===== config.mk =====
export PLATFORM = sky130hd
export DESIGN_NAME = axis_motion_command_sequencer_unit_flat
export DESIGN_NICKNAME = d
export VERILOG_FILES = /design/src/sv/amcs_pkg.sv /design/src/sv/amcs_req_if.sv /design/src/sv/amcs_rsp_if.sv /design/src/sv/axis_motion_command_sequencer_unit.sv /design/src/sv/amcs_csr.sv /design/src/sv/amcs_step.sv /design/src/flat_wrapper.sv
export SDC_FILE = /design/constraint.sdc
export NUM_CORES = 1
export LEC_CHECK = 0
export BUFFER_PORTS_ARGS = -buffer_cell sky130_fd_sc_hd__buf_2
export CAP_MARGIN = 20
export CORE_MARGIN = 8
export CORE_UTILIZATION = 35
export DETAILED_ROUTE_END_ITERATION = 12
export GPL_TIMING_DRIVEN = 0
export PLACE_DENSITY = 0.63
export SYNTH_ARGS = -nofsm -noshare
export SYNTH_HDL_FRONTEND = slang
export SYNTH_SLANG_ARGS = --single-unit

===== constraint.sdc =====
create_clock -name clock -period 4.25 [get_ports clock]
set_input_delay 0.425 -clock clock [delete_from_list [all_inputs] [get_ports clock]]
set_output_delay 0.425 -clock clock [all_outputs]
set_load 0.005 [all_outputs]

===== src/sv/amcs_pkg.sv =====
// Shared types, codes and bit positions for the motion command sequencer.
package amcs_pkg;

   localparam int CMD_W  = 12;
   localparam int UNIT_W = 11;
   localparam int EXE_W  = 10;
   localparam int CODE_W = 16;
   localparam int STEP_W = 4;
   localparam int VSRC_W = 2;

   // configuration port
   localparam int CSR_ADDR_W = 3;
   localparam int CSR_DATA_W = 32;
   localparam logic CSR_IDX_HOME_ON_PU = 1'b0;

   typedef enum logic [4:0] {
      ST_WAIT  = 5'd0,
      ST_PON   = 5'd1,
      ST_HOME  = 5'd2,
      ST_READY = 5'd3,
      ST_HALT  = 5'd4,
      ST_STOP  = 5'd5,
      ST_JOGP  = 5'd6,
      ST_JOGN  = 5'd7,
      ST_ABS   = 5'd8,
      ST_ADD   = 5'd9,
      ST_VEL   = 5'd10,
      ST_GIN   = 5'd11,
      ST_GOUT  = 5'd12,
      ST_ERR   = 5'd13,
      ST_AXERR = 5'd14,
      ST_ERST  = 5'd15,
      ST_READ  = 5'd16
   } step_type;

   // command latch bits
   localparam logic [CMD_W-1:0] C_POWER = 12'h001;
   localparam logic [CMD_W-1:0] C_STOP  = 12'h002;
   localparam logic [CMD_W-1:0] C_HOME  = 12'h004;
   localparam logic [CMD_W-1:0] C_JOGP  = 12'h008;
   localparam logic [CMD_W-1:0] C_JOGN  = 12'h010;
   localparam logic [CMD_W-1:0] C_ABS   = 12'h020;
   localparam logic [CMD_W-1:0] C_ADD   = 12'h040;
   localparam logic [CMD_W-1:0] C_VEL   = 12'h080;
   localparam logic [CMD_W-1:0] C_GIN   = 12'h100;
   localparam logic [CMD_W-1:0] C_GOUT  = 12'h200;
   localparam logic [CMD_W-1:0] C_HALT  = 12'h400;
   localparam logic [CMD_W-1:0] C_ACK   = 12'h800;
   localparam logic [CMD_W-1:0] CMD_STOP_GROUP =
      C_STOP | C_HOME | C_JOGP | C_JOGN | C_VEL | C_ABS | C_ADD;

   // unit flag positions
   localparam logic [3:0] U_POWER = 4'd0;
   localparam logic [3:0] U_HOME  = 4'd1;
   localparam logic [3:0] U_HALT  = 4'd2;
   localparam logic [3:0] U_STOP  = 4'd3;
   localparam logic [3:0] U_VEL   = 4'd4;
   localparam logic [3:0] U_ABS   = 4'd5;
   localparam logic [3:0] U_ADD   = 4'd6;
   localparam logic [3:0] U_GIN   = 4'd7;
   localparam logic [3:0] U_GOUT  = 4'd8;
   localparam logic [3:0] U_RESET = 4'd9;
   localparam logic [3:0] U_READ  = 4'd10;

   // execute latch bits
   localparam logic [EXE_W-1:0] E_HOME  = 10'h001;
   localparam logic [EXE_W-1:0] E_HALT  = 10'h002;
   localparam logic [EXE_W-1:0] E_STOP  = 10'h004;
   localparam logic [EXE_W-1:0] E_VEL   = 10'h008;
   localparam logic [EXE_W-1:0] E_ABS   = 10'h010;
   localparam logic [EXE_W-1:0] E_ADD   = 10'h020;
   localparam logic [EXE_W-1:0] E_GIN   = 10'h040;
   localparam logic [EXE_W-1:0] E_GOUT  = 10'h080;
   localparam logic [EXE_W-1:0] E_RESET = 10'h100;
   localparam logic [EXE_W-1:0] E_READ  = 10'h200;
   localparam logic [EXE_W-1:0] EXE_STOP_GROUP =
      E_HOME | E_STOP | E_ABS | E_ADD | E_VEL | E_RESET;

   // velocity source codes
   localparam logic [VSRC_W-1:0] VSRC_PARAM = 2'd0;
   localparam logic [VSRC_W-1:0] VSRC_JOGP  = 2'd1;
   localparam logic [VSRC_W-1:0] VSRC_JOGN  = 2'd2;

   typedef struct packed {
      logic [CMD_W-1:0]  cmd_set;
      logic [CMD_W-1:0]  cmd_clear;
      logic [UNIT_W-1:0] unit_done;
      logic [UNIT_W-1:0] unit_error;
      logic [CODE_W-1:0] active_error_code;
      logic [CODE_W-1:0] axis_error_code;
      logic              axis_error_valid;
      logic [CODE_W-1:0] axis_error_count;
      logic              error_stop;
      logic              synchronized_motion;
   } req_type;

   typedef struct packed {
      logic [STEP_W-1:0] step_code;
      logic [EXE_W-1:0]  unit_execute;
      logic              power_enable;
      logic [VSRC_W-1:0] velocity_source;
      logic              axis_error_ack;
      logic [CODE_W-1:0] error_code;
      logic [CMD_W-1:0]  command_latch;
   } rsp_type;

   typedef struct packed {
      step_type          step;
      logic [CMD_W-1:0]  commands;
      logic [EXE_W-1:0]  exe;
      logic              pwr;
      logic [VSRC_W-1:0] vsel;
      logic              ack;
      logic [CODE_W-1:0] err;
   } seq_state_type;

   typedef struct packed {
      logic                  psel;
      logic                  penable;
      logic                  pwrite;
      logic [CSR_ADDR_W-1:0] paddr;
      logic [CSR_DATA_W-1:0] pwdata;
   } apb_req_type;

endpackage


===== src/sv/amcs_req_if.sv =====
// Input channel interface: one control tick per transaction.
interface amcs_req_if
   import amcs_pkg::*;
   ();
   logic              valid;
   logic              ready;
   logic [CMD_W-1:0]  cmd_set;
   logic [CMD_W-1:0]  cmd_clear;
   logic [UNIT_W-1:0] unit_done;
   logic [UNIT_W-1:0] unit_error;
   logic [CODE_W-1:0] active_error_code;
   logic [CODE_W-1:0] axis_error_code;
   logic              axis_error_valid;
   logic [CODE_W-1:0] axis_error_count;
   logic              error_stop;
   logic              synchronized_motion;

   modport source (
      output valid, cmd_set, cmd_clear, unit_done, unit_error, active_error_code,
             axis_error_code, axis_error_valid, axis_error_count, error_stop,
             synchronized_motion,
      input  ready
   );
   modport sink (
      input  valid, cmd_set, cmd_clear, unit_done, unit_error, active_error_code,
             axis_error_code, axis_error_valid, axis_error_count, error_stop,
             synchronized_motion,
      output ready
   );
endinterface


===== src/sv/amcs_rsp_if.sv =====
// Result channel interface: sequencer outputs after one tick.
interface amcs_rsp_if
   import amcs_pkg::*;
   ();
   logic              valid;
   logic              ready;
   logic [STEP_W-1:0] step_code;
   logic [EXE_W-1:0]  unit_execute;
   logic              power_enable;
   logic [VSRC_W-1:0] velocity_source;
   logic              axis_error_ack;
   logic [CODE_W-1:0] error_code;
   logic [CMD_W-1:0]  command_latch;

   modport source (
      output valid, step_code, unit_execute, power_enable, velocity_source,
             axis_error_ack, error_code, command_latch,
      input  ready
   );
   modport sink (
      input  valid, step_code, unit_execute, power_enable, velocity_source,
             axis_error_ack, error_code, command_latch,
      output ready
   );
endinterface


===== src/sv/axis_motion_command_sequencer_unit.sv =====
// Top level of the single-axis motion command sequencer.
//
// One request transaction is one control tick: the command set/clear masks,
// the motion units' done and error flags and the axis error status. The block
// answers every request with exactly one response transaction carrying the
// new step, the execute and power latches, the velocity source, the axis
// error acknowledge, the latched error code and the command latch. The rate
// is one transaction per clock cycle while the response is not stalled; an
// accepted request is held in the input register, feeds the combinational
// step logic, and the result is loaded into the response register when free.
// While a response waits to be taken the input register can still hold one
// more request. The home-on-power-up bit is at CSR byte address 0 and should
// only be written while no tick is in flight.
module axis_motion_command_sequencer_unit
   import amcs_pkg::*;
(
   input  logic                  clock,
   input  logic                  reset,
   amcs_req_if.sink              req_chan,
   amcs_rsp_if.source            rsp_chan,
   input  logic                  csr_psel,
   input  logic                  csr_penable,
   input  logic                  csr_pwrite,
   input  logic [CSR_ADDR_W-1:0] csr_paddr,
   input  logic [CSR_DATA_W-1:0] csr_pwdata,
   output logic [CSR_DATA_W-1:0] csr_prdata,
   output logic                  csr_pready
);

   // ---- configuration ------------------------------------------------------
   apb_req_type apb;
   logic        home_on_pu;

   assign apb.psel    = csr_psel;
   assign apb.penable = csr_penable;
   assign apb.pwrite  = csr_pwrite;
   assign apb.paddr   = csr_paddr;
   assign apb.pwdata  = csr_pwdata;

   amcs_csr u_csr (
      .clock      (clock),
      .reset      (reset),
      .apb        (apb),
      .prdata     (csr_prdata),
      .pready     (csr_pready),
      .home_on_pu (home_on_pu)
   );

   // ---- input register -----------------------------------------------------
   logic    s1_valid_ff, s1_valid_in;
   req_type s1_ff, s1_in;
   logic    s1_adv;       // tick in stage one is processed this cycle
   logic    rsp_free;     // response register can take a new result

   assign rsp_free      = !rsp_chan.valid || rsp_chan.ready;
   assign s1_adv        = s1_valid_ff && rsp_free;
   assign req_chan.ready = !s1_valid_ff || rsp_free;

   always_comb begin
      s1_in.cmd_set             = req_chan.cmd_set;
      s1_in.cmd_clear           = req_chan.cmd_clear;
      s1_in.unit_done           = req_chan.unit_done;
      s1_in.unit_error          = req_chan.unit_error;
      s1_in.active_error_code   = req_chan.active_error_code;
      s1_in.axis_error_code     = req_chan.axis_error_code;
      s1_in.axis_error_valid    = req_chan.axis_error_valid;
      s1_in.axis_error_count    = req_chan.axis_error_count;
      s1_in.error_stop          = req_chan.error_stop;
      s1_in.synchronized_motion = req_chan.synchronized_motion;
      s1_valid_in = s1_valid_ff;
      if (req_chan.ready) begin
         s1_valid_in = req_chan.valid;
      end
   end

   always_ff @(posedge clock) begin
      if (reset) begin
         s1_valid_ff <= 1'b0;
      end else begin
         s1_valid_ff <= s1_valid_in;
      end
   end

   // payload: no reset needed
   always_ff @(posedge clock) begin
      if (req_chan.valid && req_chan.ready) begin
         s1_ff <= s1_in;
      end
   end

   // ---- sequencer state and step logic -------------------------------------
   seq_state_type state_ff, state_in, step_nxt;

   amcs_step u_step (
      .cur        (state_ff),
      .item       (s1_ff),
      .home_on_pu (home_on_pu),
      .nxt        (step_nxt)
   );

   // state only moves when a tick is handed on to the response register
   assign state_in = s1_adv ? step_nxt : state_ff;

   always_ff @(posedge clock) begin
      if (reset) begin
         state_ff.step     <= ST_WAIT;
         state_ff.commands <= '0;
         state_ff.exe      <= '0;
         state_ff.pwr      <= 1'b0;
         state_ff.vsel     <= VSRC_PARAM;
         state_ff.ack      <= 1'b0;
         state_ff.err      <= '0;
      end else begin
         state_ff <= state_in;
      end
   end

   // ---- response register --------------------------------------------------
   logic    rsp_valid_ff, rsp_valid_in;
   rsp_type rsp_ff, rsp_in;

   always_comb begin
      // read state has code 16; the 4-bit field shows it as wait
      rsp_in.step_code       = step_nxt.step[STEP_W-1:0];
      rsp_in.unit_execute    = step_nxt.exe;
      rsp_in.power_enable    = step_nxt.pwr;
      rsp_in.velocity_source = step_nxt.vsel;
      rsp_in.axis_error_ack  = step_nxt.ack;
      rsp_in.error_code      = step_nxt.err;
      rsp_in.command_latch   = step_nxt.commands;
      rsp_valid_in = rsp_valid_ff && !rsp_chan.ready;
      if (s1_adv) begin
         rsp_valid_in = 1'b1;
      end
   end

   always_ff @(posedge clock) begin
      if (reset) begin
         rsp_valid_ff <= 1'b0;
      end else begin
         rsp_valid_ff <= rsp_valid_in;
      end
   end

   always_ff @(posedge clock) begin
      if (s1_adv) begin
         rsp_ff <= rsp_in;
      end
   end

   assign rsp_chan.valid           = rsp_valid_ff;
   assign rsp_chan.step_code       = rsp_ff.step_code;
   assign rsp_chan.unit_execute    = rsp_ff.unit_execute;
   assign rsp_chan.power_enable    = rsp_ff.power_enable;
   assign rsp_chan.velocity_source = rsp_ff.velocity_source;
   assign rsp_chan.axis_error_ack  = rsp_ff.axis_error_ack;
   assign rsp_chan.error_code      = rsp_ff.error_code;
   assign rsp_chan.command_latch   = rsp_ff.command_latch;

   // ---- assertions ---------------------------------------------------------
   // a processed tick always shows up as a pending response
   a_adv_gives_rsp: assert property (@(posedge clock) disable iff (reset)
      s1_adv |=> rsp_valid_ff)
      else $error("processed tick produced no response");

   // a stalled response freezes the sequencer state
   a_stall_holds_state: assert property (@(posedge clock) disable iff (reset)
      (rsp_valid_ff && !rsp_chan.ready) |=> $stable(state_ff))
      else $error("sequencer state moved while response stalled");

   // an empty input stage must always take a new transaction
   a_empty_ready: assert property (@(posedge clock) disable iff (reset)
      !s1_valid_ff |-> req_chan.ready)
      else $error("request refused with empty input stage");

endmodule


===== src/sv/amcs_csr.sv =====
// APB-style register block holding the home-on-power-up control bit.
module amcs_csr
   import amcs_pkg::*;
(
   input  logic                  clock,
   input  logic                  reset,
   input  apb_req_type           apb,
   output logic [CSR_DATA_W-1:0] prdata,
   output logic                  pready,
   output logic                  home_on_pu
);

   logic home_on_pu_ff;
   logic home_on_pu_in;
   logic idx_hit;

   assign pready  = 1'b1;
   assign idx_hit = (apb.paddr[CSR_ADDR_W-1] == CSR_IDX_HOME_ON_PU);

   always_comb begin
      home_on_pu_in = home_on_pu_ff;
      if (apb.psel && apb.penable && apb.pwrite && idx_hit) begin
         home_on_pu_in = apb.pwdata[0];
      end
   end

   always_ff @(posedge clock) begin
      if (reset) begin
         home_on_pu_ff <= 1'b0;
      end else begin
         home_on_pu_ff <= home_on_pu_in;
      end
   end

   assign prdata     = idx_hit ? {{(CSR_DATA_W-1){1'b0}}, home_on_pu_ff} : '0;
   assign home_on_pu = home_on_pu_ff;

endmodule


===== src/sv/amcs_step.sv =====
// Next-state logic of the sequencer for one control tick.
module amcs_step
   import amcs_pkg::*;
(
   input  seq_state_type cur,
   input  req_type       item,
   input  logic          home_on_pu,
   output seq_state_type nxt
);

   logic [EXE_W-1:0] eb;
   logic [3:0]       ub;
   logic [CMD_W-1:0] held;

   always_comb begin
      nxt  = cur;
      eb   = E_ABS;
      ub   = U_ABS;
      held = C_JOGP;

      nxt.commands = (cur.commands & ~item.cmd_clear) | item.cmd_set;

      // central stop
      if ((nxt.commands & C_STOP) != '0 &&
          (nxt.step inside {[ST_READY:ST_GOUT], ST_AXERR})) begin
         nxt.exe      = nxt.exe & ~EXE_STOP_GROUP;
         nxt.ack      = 1'b0;
         nxt.commands = nxt.commands & ~CMD_STOP_GROUP;
         nxt.step     = ST_STOP;
      end

      // axis error and power-off overrides
      if (item.axis_error_code != '0 && item.axis_error_valid) begin
         nxt.step = ST_AXERR;
      end else if ((nxt.commands & C_POWER) == '0 && item.axis_error_valid) begin
         nxt.step = item.error_stop ? ST_ERST : ST_WAIT;
      end

      case (nxt.step)
         ST_WAIT: begin
            if ((nxt.commands & C_POWER) != '0) begin
               nxt.step = ST_PON;
            end else begin
               nxt.pwr = 1'b0;
            end
            nxt.exe      = nxt.exe & ~EXE_STOP_GROUP;
            nxt.ack      = 1'b0;
            nxt.commands = nxt.commands & ~CMD_STOP_GROUP;
            nxt.err      = '0;
         end
         ST_PON: begin
            nxt.pwr = 1'b1;
            if (item.unit_done[U_POWER]) begin
               if (home_on_pu) begin
                  nxt.commands = nxt.commands | C_HOME;
               end
               nxt.step = ST_READY;
            end
            if (item.unit_error[U_POWER]) begin
               nxt.err  = item.active_error_code;
               nxt.step = ST_ERR;
            end
         end
         ST_READY: begin
            // fixed priority dispatch; one-shot commands are consumed
            if ((nxt.commands & C_HOME) != '0) begin
               nxt.commands = nxt.commands & ~C_HOME;
               nxt.step     = ST_HOME;
            end else if ((nxt.commands & C_STOP) != '0) begin
               nxt.step = ST_STOP;
            end else if ((nxt.commands & C_JOGP) != '0) begin
               nxt.step = ST_JOGP;
            end else if ((nxt.commands & C_JOGN) != '0) begin
               nxt.step = ST_JOGN;
            end else if ((nxt.commands & C_ABS) != '0) begin
               nxt.commands = nxt.commands & ~C_ABS;
               nxt.step     = ST_ABS;
            end else if ((nxt.commands & C_ADD) != '0) begin
               nxt.commands = nxt.commands & ~C_ADD;
               nxt.step     = ST_ADD;
            end else if ((nxt.commands & C_VEL) != '0) begin
               nxt.commands = nxt.commands & ~C_VEL;
               nxt.step     = ST_VEL;
            end else if ((nxt.commands & C_GIN) != '0) begin
               nxt.commands = nxt.commands & ~C_GIN;
               nxt.step     = ST_GIN;
            end else if ((nxt.commands & C_GOUT) != '0) begin
               nxt.commands = nxt.commands & ~C_GOUT;
               nxt.step     = ST_GOUT;
            end else if ((nxt.commands & C_HALT) != '0) begin
               nxt.commands = nxt.commands & ~C_HALT;
               nxt.step     = ST_HALT;
            end
         end
         ST_HOME: begin
            if (!item.synchronized_motion) begin
               nxt.exe = nxt.exe | E_HOME;
               if (item.unit_done[U_HOME]) begin
                  nxt.exe  = nxt.exe & ~E_HOME;
                  nxt.step = ST_READ;
               end
               if (item.unit_error[U_HOME]) begin
                  nxt.err  = item.active_error_code;
                  nxt.exe  = nxt.exe & ~E_HOME;
                  nxt.step = ST_ERR;
               end
            end else begin
               // geared: ask for a gear-out first
               nxt.step     = ST_READ;
               nxt.commands = (nxt.commands & ~C_GIN) | C_GOUT;
            end
         end
         ST_HALT: begin
            nxt.exe = nxt.exe | E_HALT;
            if (item.unit_done[U_HALT]) begin
               nxt.exe  = nxt.exe & ~E_HALT;
               nxt.step = ST_READY;
            end
            if (item.unit_error[U_HALT]) begin
               nxt.err  = item.active_error_code;
               nxt.exe  = nxt.exe & ~E_HALT;
               nxt.step = ST_ERR;
            end
         end
         ST_STOP: begin
            nxt.exe = nxt.exe | E_STOP;
            if (item.unit_done[U_STOP] && (nxt.commands & C_STOP) == '0) begin
               nxt.exe  = nxt.exe & ~E_STOP;
               nxt.step = ST_READY;
            end
            if (item.unit_error[U_STOP]) begin
               nxt.err  = item.active_error_code;
               nxt.exe  = nxt.exe & ~E_STOP;
               nxt.step = ST_ERR;
            end
         end
         ST_JOGP, ST_JOGN: begin
            held     = (nxt.step == ST_JOGP) ? C_JOGP : C_JOGN;
            nxt.vsel = (nxt.step == ST_JOGP) ? VSRC_JOGP : VSRC_JOGN;
            nxt.exe  = nxt.exe | E_VEL;
            if ((nxt.commands & held) == '0) begin
               nxt.exe  = nxt.exe & ~E_VEL;
               nxt.step = ST_HALT;
            end
            if (item.unit_error[U_VEL]) begin
               nxt.err  = item.active_error_code;
               nxt.exe  = nxt.exe & ~E_VEL;
               nxt.step = ST_ERR;
            end
         end
         ST_ABS, ST_ADD, ST_VEL: begin
            if (nxt.step == ST_ADD) begin
               eb = E_ADD;
               ub = U_ADD;
            end else if (nxt.step == ST_VEL) begin
               eb       = E_VEL;
               ub       = U_VEL;
               nxt.vsel = VSRC_PARAM;
            end
            nxt.exe = nxt.exe | eb;
            if ((nxt.commands & C_HALT) != '0) begin
               nxt.commands = nxt.commands & ~C_HALT;
               nxt.exe      = nxt.exe & ~eb;
               nxt.step     = ST_HALT;
            end else if (item.unit_done[ub]) begin
               nxt.exe  = nxt.exe & ~eb;
               nxt.step = ST_READY;
            end
            if (item.unit_error[ub]) begin
               nxt.err  = item.active_error_code;
               nxt.exe  = nxt.exe & ~eb;
               nxt.step = ST_ERR;
            end
         end
         ST_GIN, ST_GOUT: begin
            eb      = (nxt.step == ST_GIN) ? E_GIN : E_GOUT;
            ub      = (nxt.step == ST_GIN) ? U_GIN : U_GOUT;
            nxt.exe = nxt.exe | eb;
            if (item.unit_done[ub]) begin
               nxt.exe  = nxt.exe & ~eb;
               nxt.step = ST_READY;
            end else if (item.unit_error[ub]) begin
               nxt.err  = item.active_error_code;
               nxt.exe  = nxt.exe & ~eb;
               nxt.step = ST_ERR;
            end
         end
         ST_ERR: begin
            if (item.axis_error_count != '0) begin
               nxt.step = ST_AXERR;
            end else if ((nxt.commands & C_ACK) != '0) begin
               nxt.commands = nxt.commands & ~C_ACK;
               nxt.err      = '0;
               nxt.step     = item.error_stop ? ST_ERST : ST_WAIT;
            end
         end
         ST_AXERR: begin
            if (item.axis_error_valid) begin
               if (item.axis_error_code != '0) begin
                  nxt.err = item.axis_error_code;
               end
               nxt.ack = 1'b0;
               if ((nxt.commands & C_ACK) != '0) begin
                  nxt.commands = nxt.commands & ~C_ACK;
                  if (item.axis_error_code != '0) begin
                     nxt.ack = 1'b1;
                  end
               end
               if (item.axis_error_count == '0) begin
                  nxt.err  = '0;
                  nxt.step = item.error_stop ? ST_ERST : ST_WAIT;
               end
            end
         end
         ST_ERST: begin
            nxt.exe = nxt.exe | E_RESET;
            if (item.unit_error[U_POWER]) begin
               nxt.pwr = 1'b0;
            end
            if (item.unit_done[U_RESET]) begin
               nxt.exe  = nxt.exe & ~E_RESET;
               nxt.step = ST_WAIT;
            end else if (item.unit_error[U_RESET]) begin
               nxt.exe  = nxt.exe & ~E_RESET;
               nxt.step = ST_ERR;
            end
         end
         ST_READ: begin
            nxt.exe = nxt.exe | E_READ;
            if (item.unit_done[U_READ]) begin
               nxt.step = ST_READY;
            end else if (item.unit_error[U_READ]) begin
               nxt.err  = item.active_error_code;
               nxt.exe  = nxt.exe & ~E_READ;
               nxt.step = ST_ERR;
            end
         end
         default: begin
         end
      endcase
   end

endmodule


===== src/flat_wrapper.sv =====
// flat-port wrapper written by rule: the top's interface ports become plain ports
module axis_motion_command_sequencer_unit_flat import amcs_pkg::*;
  (clock, reset, csr_psel, csr_penable, csr_pwrite, csr_paddr, csr_pwdata, csr_prdata, csr_pready, req_chan_valid, req_chan_cmd_set, req_chan_cmd_clear, req_chan_unit_done, req_chan_unit_error, req_chan_active_error_code, req_chan_axis_error_code, req_chan_axis_error_valid, req_chan_axis_error_count, req_chan_error_stop, req_chan_synchronized_motion, req_chan_ready, rsp_chan_valid, rsp_chan_step_code, rsp_chan_unit_execute, rsp_chan_power_enable, rsp_chan_velocity_source, rsp_chan_axis_error_ack, rsp_chan_error_code, rsp_chan_command_latch, rsp_chan_ready);
  amcs_req_if req_chan_i ();
  amcs_rsp_if rsp_chan_i ();
  input  logic clock;
  input  logic reset;
  input  logic csr_psel;
  input  logic csr_penable;
  input  logic csr_pwrite;
  input  logic [CSR_ADDR_W-1:0] csr_paddr;
  input  logic [CSR_DATA_W-1:0] csr_pwdata;
  output logic [CSR_DATA_W-1:0] csr_prdata;
  output logic csr_pready;
  input wire logic [$bits(req_chan_i.valid)-1:0] req_chan_valid;
  input wire logic [$bits(req_chan_i.cmd_set)-1:0] req_chan_cmd_set;
  input wire logic [$bits(req_chan_i.cmd_clear)-1:0] req_chan_cmd_clear;
  input wire logic [$bits(req_chan_i.unit_done)-1:0] req_chan_unit_done;
  input wire logic [$bits(req_chan_i.unit_error)-1:0] req_chan_unit_error;
  input wire logic [$bits(req_chan_i.active_error_code)-1:0] req_chan_active_error_code;
  input wire logic [$bits(req_chan_i.axis_error_code)-1:0] req_chan_axis_error_code;
  input wire logic [$bits(req_chan_i.axis_error_valid)-1:0] req_chan_axis_error_valid;
  input wire logic [$bits(req_chan_i.axis_error_count)-1:0] req_chan_axis_error_count;
  input wire logic [$bits(req_chan_i.error_stop)-1:0] req_chan_error_stop;
  input wire logic [$bits(req_chan_i.synchronized_motion)-1:0] req_chan_synchronized_motion;
  output wire logic [$bits(req_chan_i.ready)-1:0] req_chan_ready;
  output wire logic [$bits(rsp_chan_i.valid)-1:0] rsp_chan_valid;
  output wire logic [$bits(rsp_chan_i.step_code)-1:0] rsp_chan_step_code;
  output wire logic [$bits(rsp_chan_i.unit_execute)-1:0] rsp_chan_unit_execute;
  output wire logic [$bits(rsp_chan_i.power_enable)-1:0] rsp_chan_power_enable;
  output wire logic [$bits(rsp_chan_i.velocity_source)-1:0] rsp_chan_velocity_source;
  output wire logic [$bits(rsp_chan_i.axis_error_ack)-1:0] rsp_chan_axis_error_ack;
  output wire logic [$bits(rsp_chan_i.error_code)-1:0] rsp_chan_error_code;
  output wire logic [$bits(rsp_chan_i.command_latch)-1:0] rsp_chan_command_latch;
  input wire logic [$bits(rsp_chan_i.ready)-1:0] rsp_chan_ready;
  assign req_chan_i.valid = req_chan_valid;
  assign req_chan_i.cmd_set = req_chan_cmd_set;
  assign req_chan_i.cmd_clear = req_chan_cmd_clear;
  assign req_chan_i.unit_done = req_chan_unit_done;
  assign req_chan_i.unit_error = req_chan_unit_error;
  assign req_chan_i.active_error_code = req_chan_active_error_code;
  assign req_chan_i.axis_error_code = req_chan_axis_error_code;
  assign req_chan_i.axis_error_valid = req_chan_axis_error_valid;
  assign req_chan_i.axis_error_count = req_chan_axis_error_count;
  assign req_chan_i.error_stop = req_chan_error_stop;
  assign req_chan_i.synchronized_motion = req_chan_synchronized_motion;
  assign req_chan_ready = req_chan_i.ready;
  assign rsp_chan_valid = rsp_chan_i.valid;
  assign rsp_chan_step_code = rsp_chan_i.step_code;
  assign rsp_chan_unit_execute = rsp_chan_i.unit_execute;
  assign rsp_chan_power_enable = rsp_chan_i.power_enable;
  assign rsp_chan_velocity_source = rsp_chan_i.velocity_source;
  assign rsp_chan_axis_error_ack = rsp_chan_i.axis_error_ack;
  assign rsp_chan_error_code = rsp_chan_i.error_code;
  assign rsp_chan_command_latch = rsp_chan_i.command_latch;
  assign rsp_chan_i.ready = rsp_chan_ready;
  axis_motion_command_sequencer_unit u_core (.clock(clock), .reset(reset), .req_chan(req_chan_i), .rsp_chan(rsp_chan_i), .csr_psel(csr_psel), .csr_penable(csr_penable), .csr_pwrite(csr_pwrite), .csr_paddr(csr_paddr), .csr_pwdata(csr_pwdata), .csr_prdata(csr_prdata), .csr_pready(csr_pready));
endmodule

==> impl_metrics.ini <==
[outcome]
status = completed

[timing]
fin_hold_ws_ns = 0.149
hold_violations = 0
fmaxAchievable_mhz = 235
rsz0062_at_grt = false
slew_violations = 0
clock_skew_ns = 0.0142
post-route-period-util = 1.00
period_minus_slack_ns = 4.25
setup_viol = 0
relSlewSlack = 0.195
tightest_slew_ns = 1.20

[detailed_routing]
wl_per_cell_um = 23.4
drtIter0Drc = 715
routed_via_density = 5.63
drc = 0
ant_nets = 0
drt_wl_total_mm = 33.7
dr.pass1.iters = 5
vias = 8104

[worst_setup_path]
crit_path_cell_trace = nor2b_1 > nand2_1 > clkbuf_1 > nand4_1 > a21boi_0 > nor4b_1 > o2111ai_1 > nor3_1 > a21oi_1
cp-start-kind = register
worst-setup-path-type = register to register
cp_max_fo = 10
ff2ff_path_depth = 9
slowest_delay_ns = 0.61
endpoint_kind = register
cpMaxStageDelayCell = nor4b_1
reg2reg_to = u_core.rsp_chan.step_code[1]$_DFFE_PP_
r2r_setup_slack_ns = 0.001
rr_startpoint = u_core.s1_ff[18]$_DFFE_PP_
arrival_ns = 4.39
required_ns = 4.39

[grt]
antenna_found_initial = 0
grt_max_degree = 56
busiest_layer = met2
met3_usage = 0.0425
grt.total_usage = 0.202
grt_pass1_vias = 7999
met1_usage = 0.273
grt-ovfl-total = 0
met2_usage = 0.312
grt_pass1_wl_mm = 50.0

[yosys]
synth_top_area_share = 0.457
synth_common_cells = 143 x edfxtp_1, 81 x nand2_1, 73 x nor2_1, 60 x a21oi_1, 55 x o21ai_0
ys_ff_latch = 193
synth_cell_type_count = 75
synth_most_common_cell = edfxtp_1
seq_area_frac_synth = 0.564
synthFlopType = edfxtp_1
yosysTopAreaCell = edfxtp_1
synth_cells = 878
yosysWarnings = 0
netlist_area_um2 = 9390
ys_async_sr_fraction = 0
postSynthAreaPerCell_um2 = 10.7
synth_edf_count = 143
synthTopCellsByArea = edfxtp_1 46%, dfxtp_1 11%, nand2_1 3.2%, a21oi_1 3.2%, o21ai_0 2.9%

[clock_tree]
root_buffer = clkbuf_16
clockBufferDepth = 2
cts_inserted_buffers = 17
path_clk_slew_ns = 0.08
clkSinkCount = 193
cts_hold_buf = 0
insertion_delay_ns = 0.44
tritoncts = done
htreeDepth = 4

[finish]
n_antenna_cell = 0
fin_util = 0.427
n_fill_cell = 2563
nNetsFinal = 1224
final_layout_size_suffix_gt1_frac = 0.239
fin_cells = 1439
syn_to_final_growth_pct = 21.2

[floorplanning]
die_area_um2 = 32300
die-width_um = 180
ios = 220
initial_core_util = 0.352
die_h_um = 180
rows = 60
core-area_um2 = 26700

[hold_path]
hold_path_end = u_core.s1_ff[47]$_DFFE_PP_
hold_class = primary input to register
min_path_cells = 1
hp-start = req_chan_active_error_code[12]

[placement]
port_buffers = 154
gp_congestion = 0.960
post-place-cells = 1405
hpwl_mm = 25.3

[run]
drv_cap = 0

[power]
max-vdd-ir-drop_mv = 0.231
p_per_area_nw_per_um2 = 394
leakage_nw = 4.26
flip-flops by register name (all words and copies together) (netlist names):
| name | cells |
|---|---|
| u_core.rsp_chan.axis_error_ack | 1 |
| u_core.rsp_chan.command_latch | 12 |
| u_core.rsp_chan.error_code | 16 |
| u_core.rsp_chan.power_enable | 1 |
| u_core.rsp_chan.step_code | 4 |
| u_core.rsp_chan.unit_execute | 10 |
| u_core.rsp_chan.valid | 1 |
| u_core.rsp_chan.velocity_source | 2 |
| u_core.s1_ff | 97 |
| u_core.s1_valid_ff | 1 |
| u_core.state_ff | 47 |
| u_core.u_csr.home_on_pu | 1 |
what timing repair did:
action / in CTS / in global routing
gates resized for setup: 1 / 6
setup buffers: 2 / 0
pin swaps: 1 / 0
setup endpoints to repair: 32 / 31
cell usage in the layout, fill, tap and decap left out, types with 5 or more instances in the layout:
| cell | netlist | routed |
|---|---|---|
| buf_2 | 5 | 160 |
| edfxtp_1 | 143 | 143 |
| nand2_1 | 81 | 81 |
| nor2_1 | 73 | 72 |
| a21oi_1 | 60 | 60 |
| o21ai_0 | 55 | 54 |
| dfxtp_1 | 50 | 50 |
| buf_4 | 33 | 35 |
| inv_1 | 33 | 33 |
| conb_1 | 2 | 32 |
| clkbuf_1 | 28 | 28 |
| nor3_1 | 22 | 22 |
| nand3_1 | 20 | 20 |
| nand3b_1 | 17 | 17 |
| clkbuf_16 | 0 | 17 |
| a22oi_1 | 16 | 15 |
| nor2b_1 | 14 | 14 |
| a211oi_1 | 15 | 14 |
| nor3b_1 | 14 | 13 |
| a31oi_1 | 11 | 11 |
| nand2b_1 | 10 | 10 |
| nand4_1 | 10 | 10 |
| o221ai_2 | 10 | 10 |
| o211ai_1 | 9 | 9 |
| a221o_1 | 9 | 9 |
| nor4_1 | 8 | 8 |
| o32ai_1 | 8 | 8 |
| o21a_1 | 7 | 7 |
| a2111oi_0 | 7 | 7 |
| buf_1 | 6 | 6 |
| or3_1 | 6 | 6 |
| mux2i_1 | 6 | 6 |
| o31ai_1 | 6 | 6 |
| or4_1 | 5 | 5 |
| or2_2 | 5 | 5 |
| inv_8 | 0 | 5 |
where the power goes:
part           switching, W  total [W]  internal, W
combinational      0.000429   0.000640     0.000211
clock              0.000788    0.00163     0.000844
sequential        0.0000619    0.00221      0.00214
total               0.00128    0.00448      0.00320
area by class of cell:
type	count	area (um^2)	area share
plain buffers	73	415	0.0365
repair buffers	158	818	0.0719
well taps	341	427	0.0375
clock buffers	18	429	0.0377
inverters	33	124	0.0109
clock inverters	14	165	0.0145
flip-flops and latches	193	5300	0.465
multi-input cells	609	3710	0.326
worst max-delay path: cells and delay by family (launching register included):
kind / cells / cell delay (ns)
AO/OA/AOI/OAI: 3 / 0.78
buffers and inverters: 1 / 0.42
flip-flops: 1 / 0.53
AND/OR/NAND/NOR: 5 / 2.19
kinds of logic (layout without fill, tap and decap cells):
logic type | Yosys count | count (layout) | synth area share
AND/OR/NAND/NOR | 304 | 304 | 0.167
multiplexers | 6 | 6 | 0.00640
other | 2 | 32 | 0.000800
flip-flops | 193 | 193 | 0.564
AO/OA/AOI/OAI | 267 | 267 | 0.205
buffers and inverters | 106 | 296 | 0.0571
stage by stage:
step / total power [W] / setup WS, ns / TNS [ns] / instance area (um^2)
after floorplan: 0.00259 / 0.952 / 0 / 9500
after global placement: 0.00287 / -0.422 / -22.88 / 10700
after detailed placement: 0.00287 / -0.374 / -7.67 / 10700
after CTS: 0.00450 / 0.167 / 0 / 11400
after global routing: 0.00463 / 0.00385 / 0 / 11400
final: 0.00448 / 0.00133 / 0 / 11400
how the worst max path moves through the flow:
stage                                                 from                                       to  slack (ns)
final                           u_core.s1_ff[18]$_DFFE_PP_   u_core.rsp_chan.step_code[1]$_DFFE_PP_       0.001
after global routing            u_core.s1_ff[18]$_DFFE_PP_   u_core.rsp_chan.step_code[1]$_DFFE_PP_       0.004
after CTS                 u_core.state_ff[46]$_SDFFE_PP0P_  u_core.rsp_chan.error_code[6]$_DFFE_PP_        0.17
after detailed placement        u_core.s1_ff[19]$_DFFE_PP_  u_core.rsp_chan.error_code[6]$_DFFE_PP_       -0.37
after global placement          u_core.s1_ff[19]$_DFFE_PP_  u_core.rsp_chan.error_code[4]$_DFFE_PP_       -0.42
after floorplan                             rsp_chan_ready                u_core.s1_ff[0]$_DFFE_PP_        0.95
metal layers:
| layer | vias up | routed length (um) |
|---|---|---|
| li1 | 3716 | - |
| met2 | 383 | 15200 |
| met3 | 52 | 2450 |
| met1 | 3953 | 15100 |
| met4 | 0 | 997 |
| met5 | - | 0 |
No activity file was read; power rests on OpenSTA's default activity.
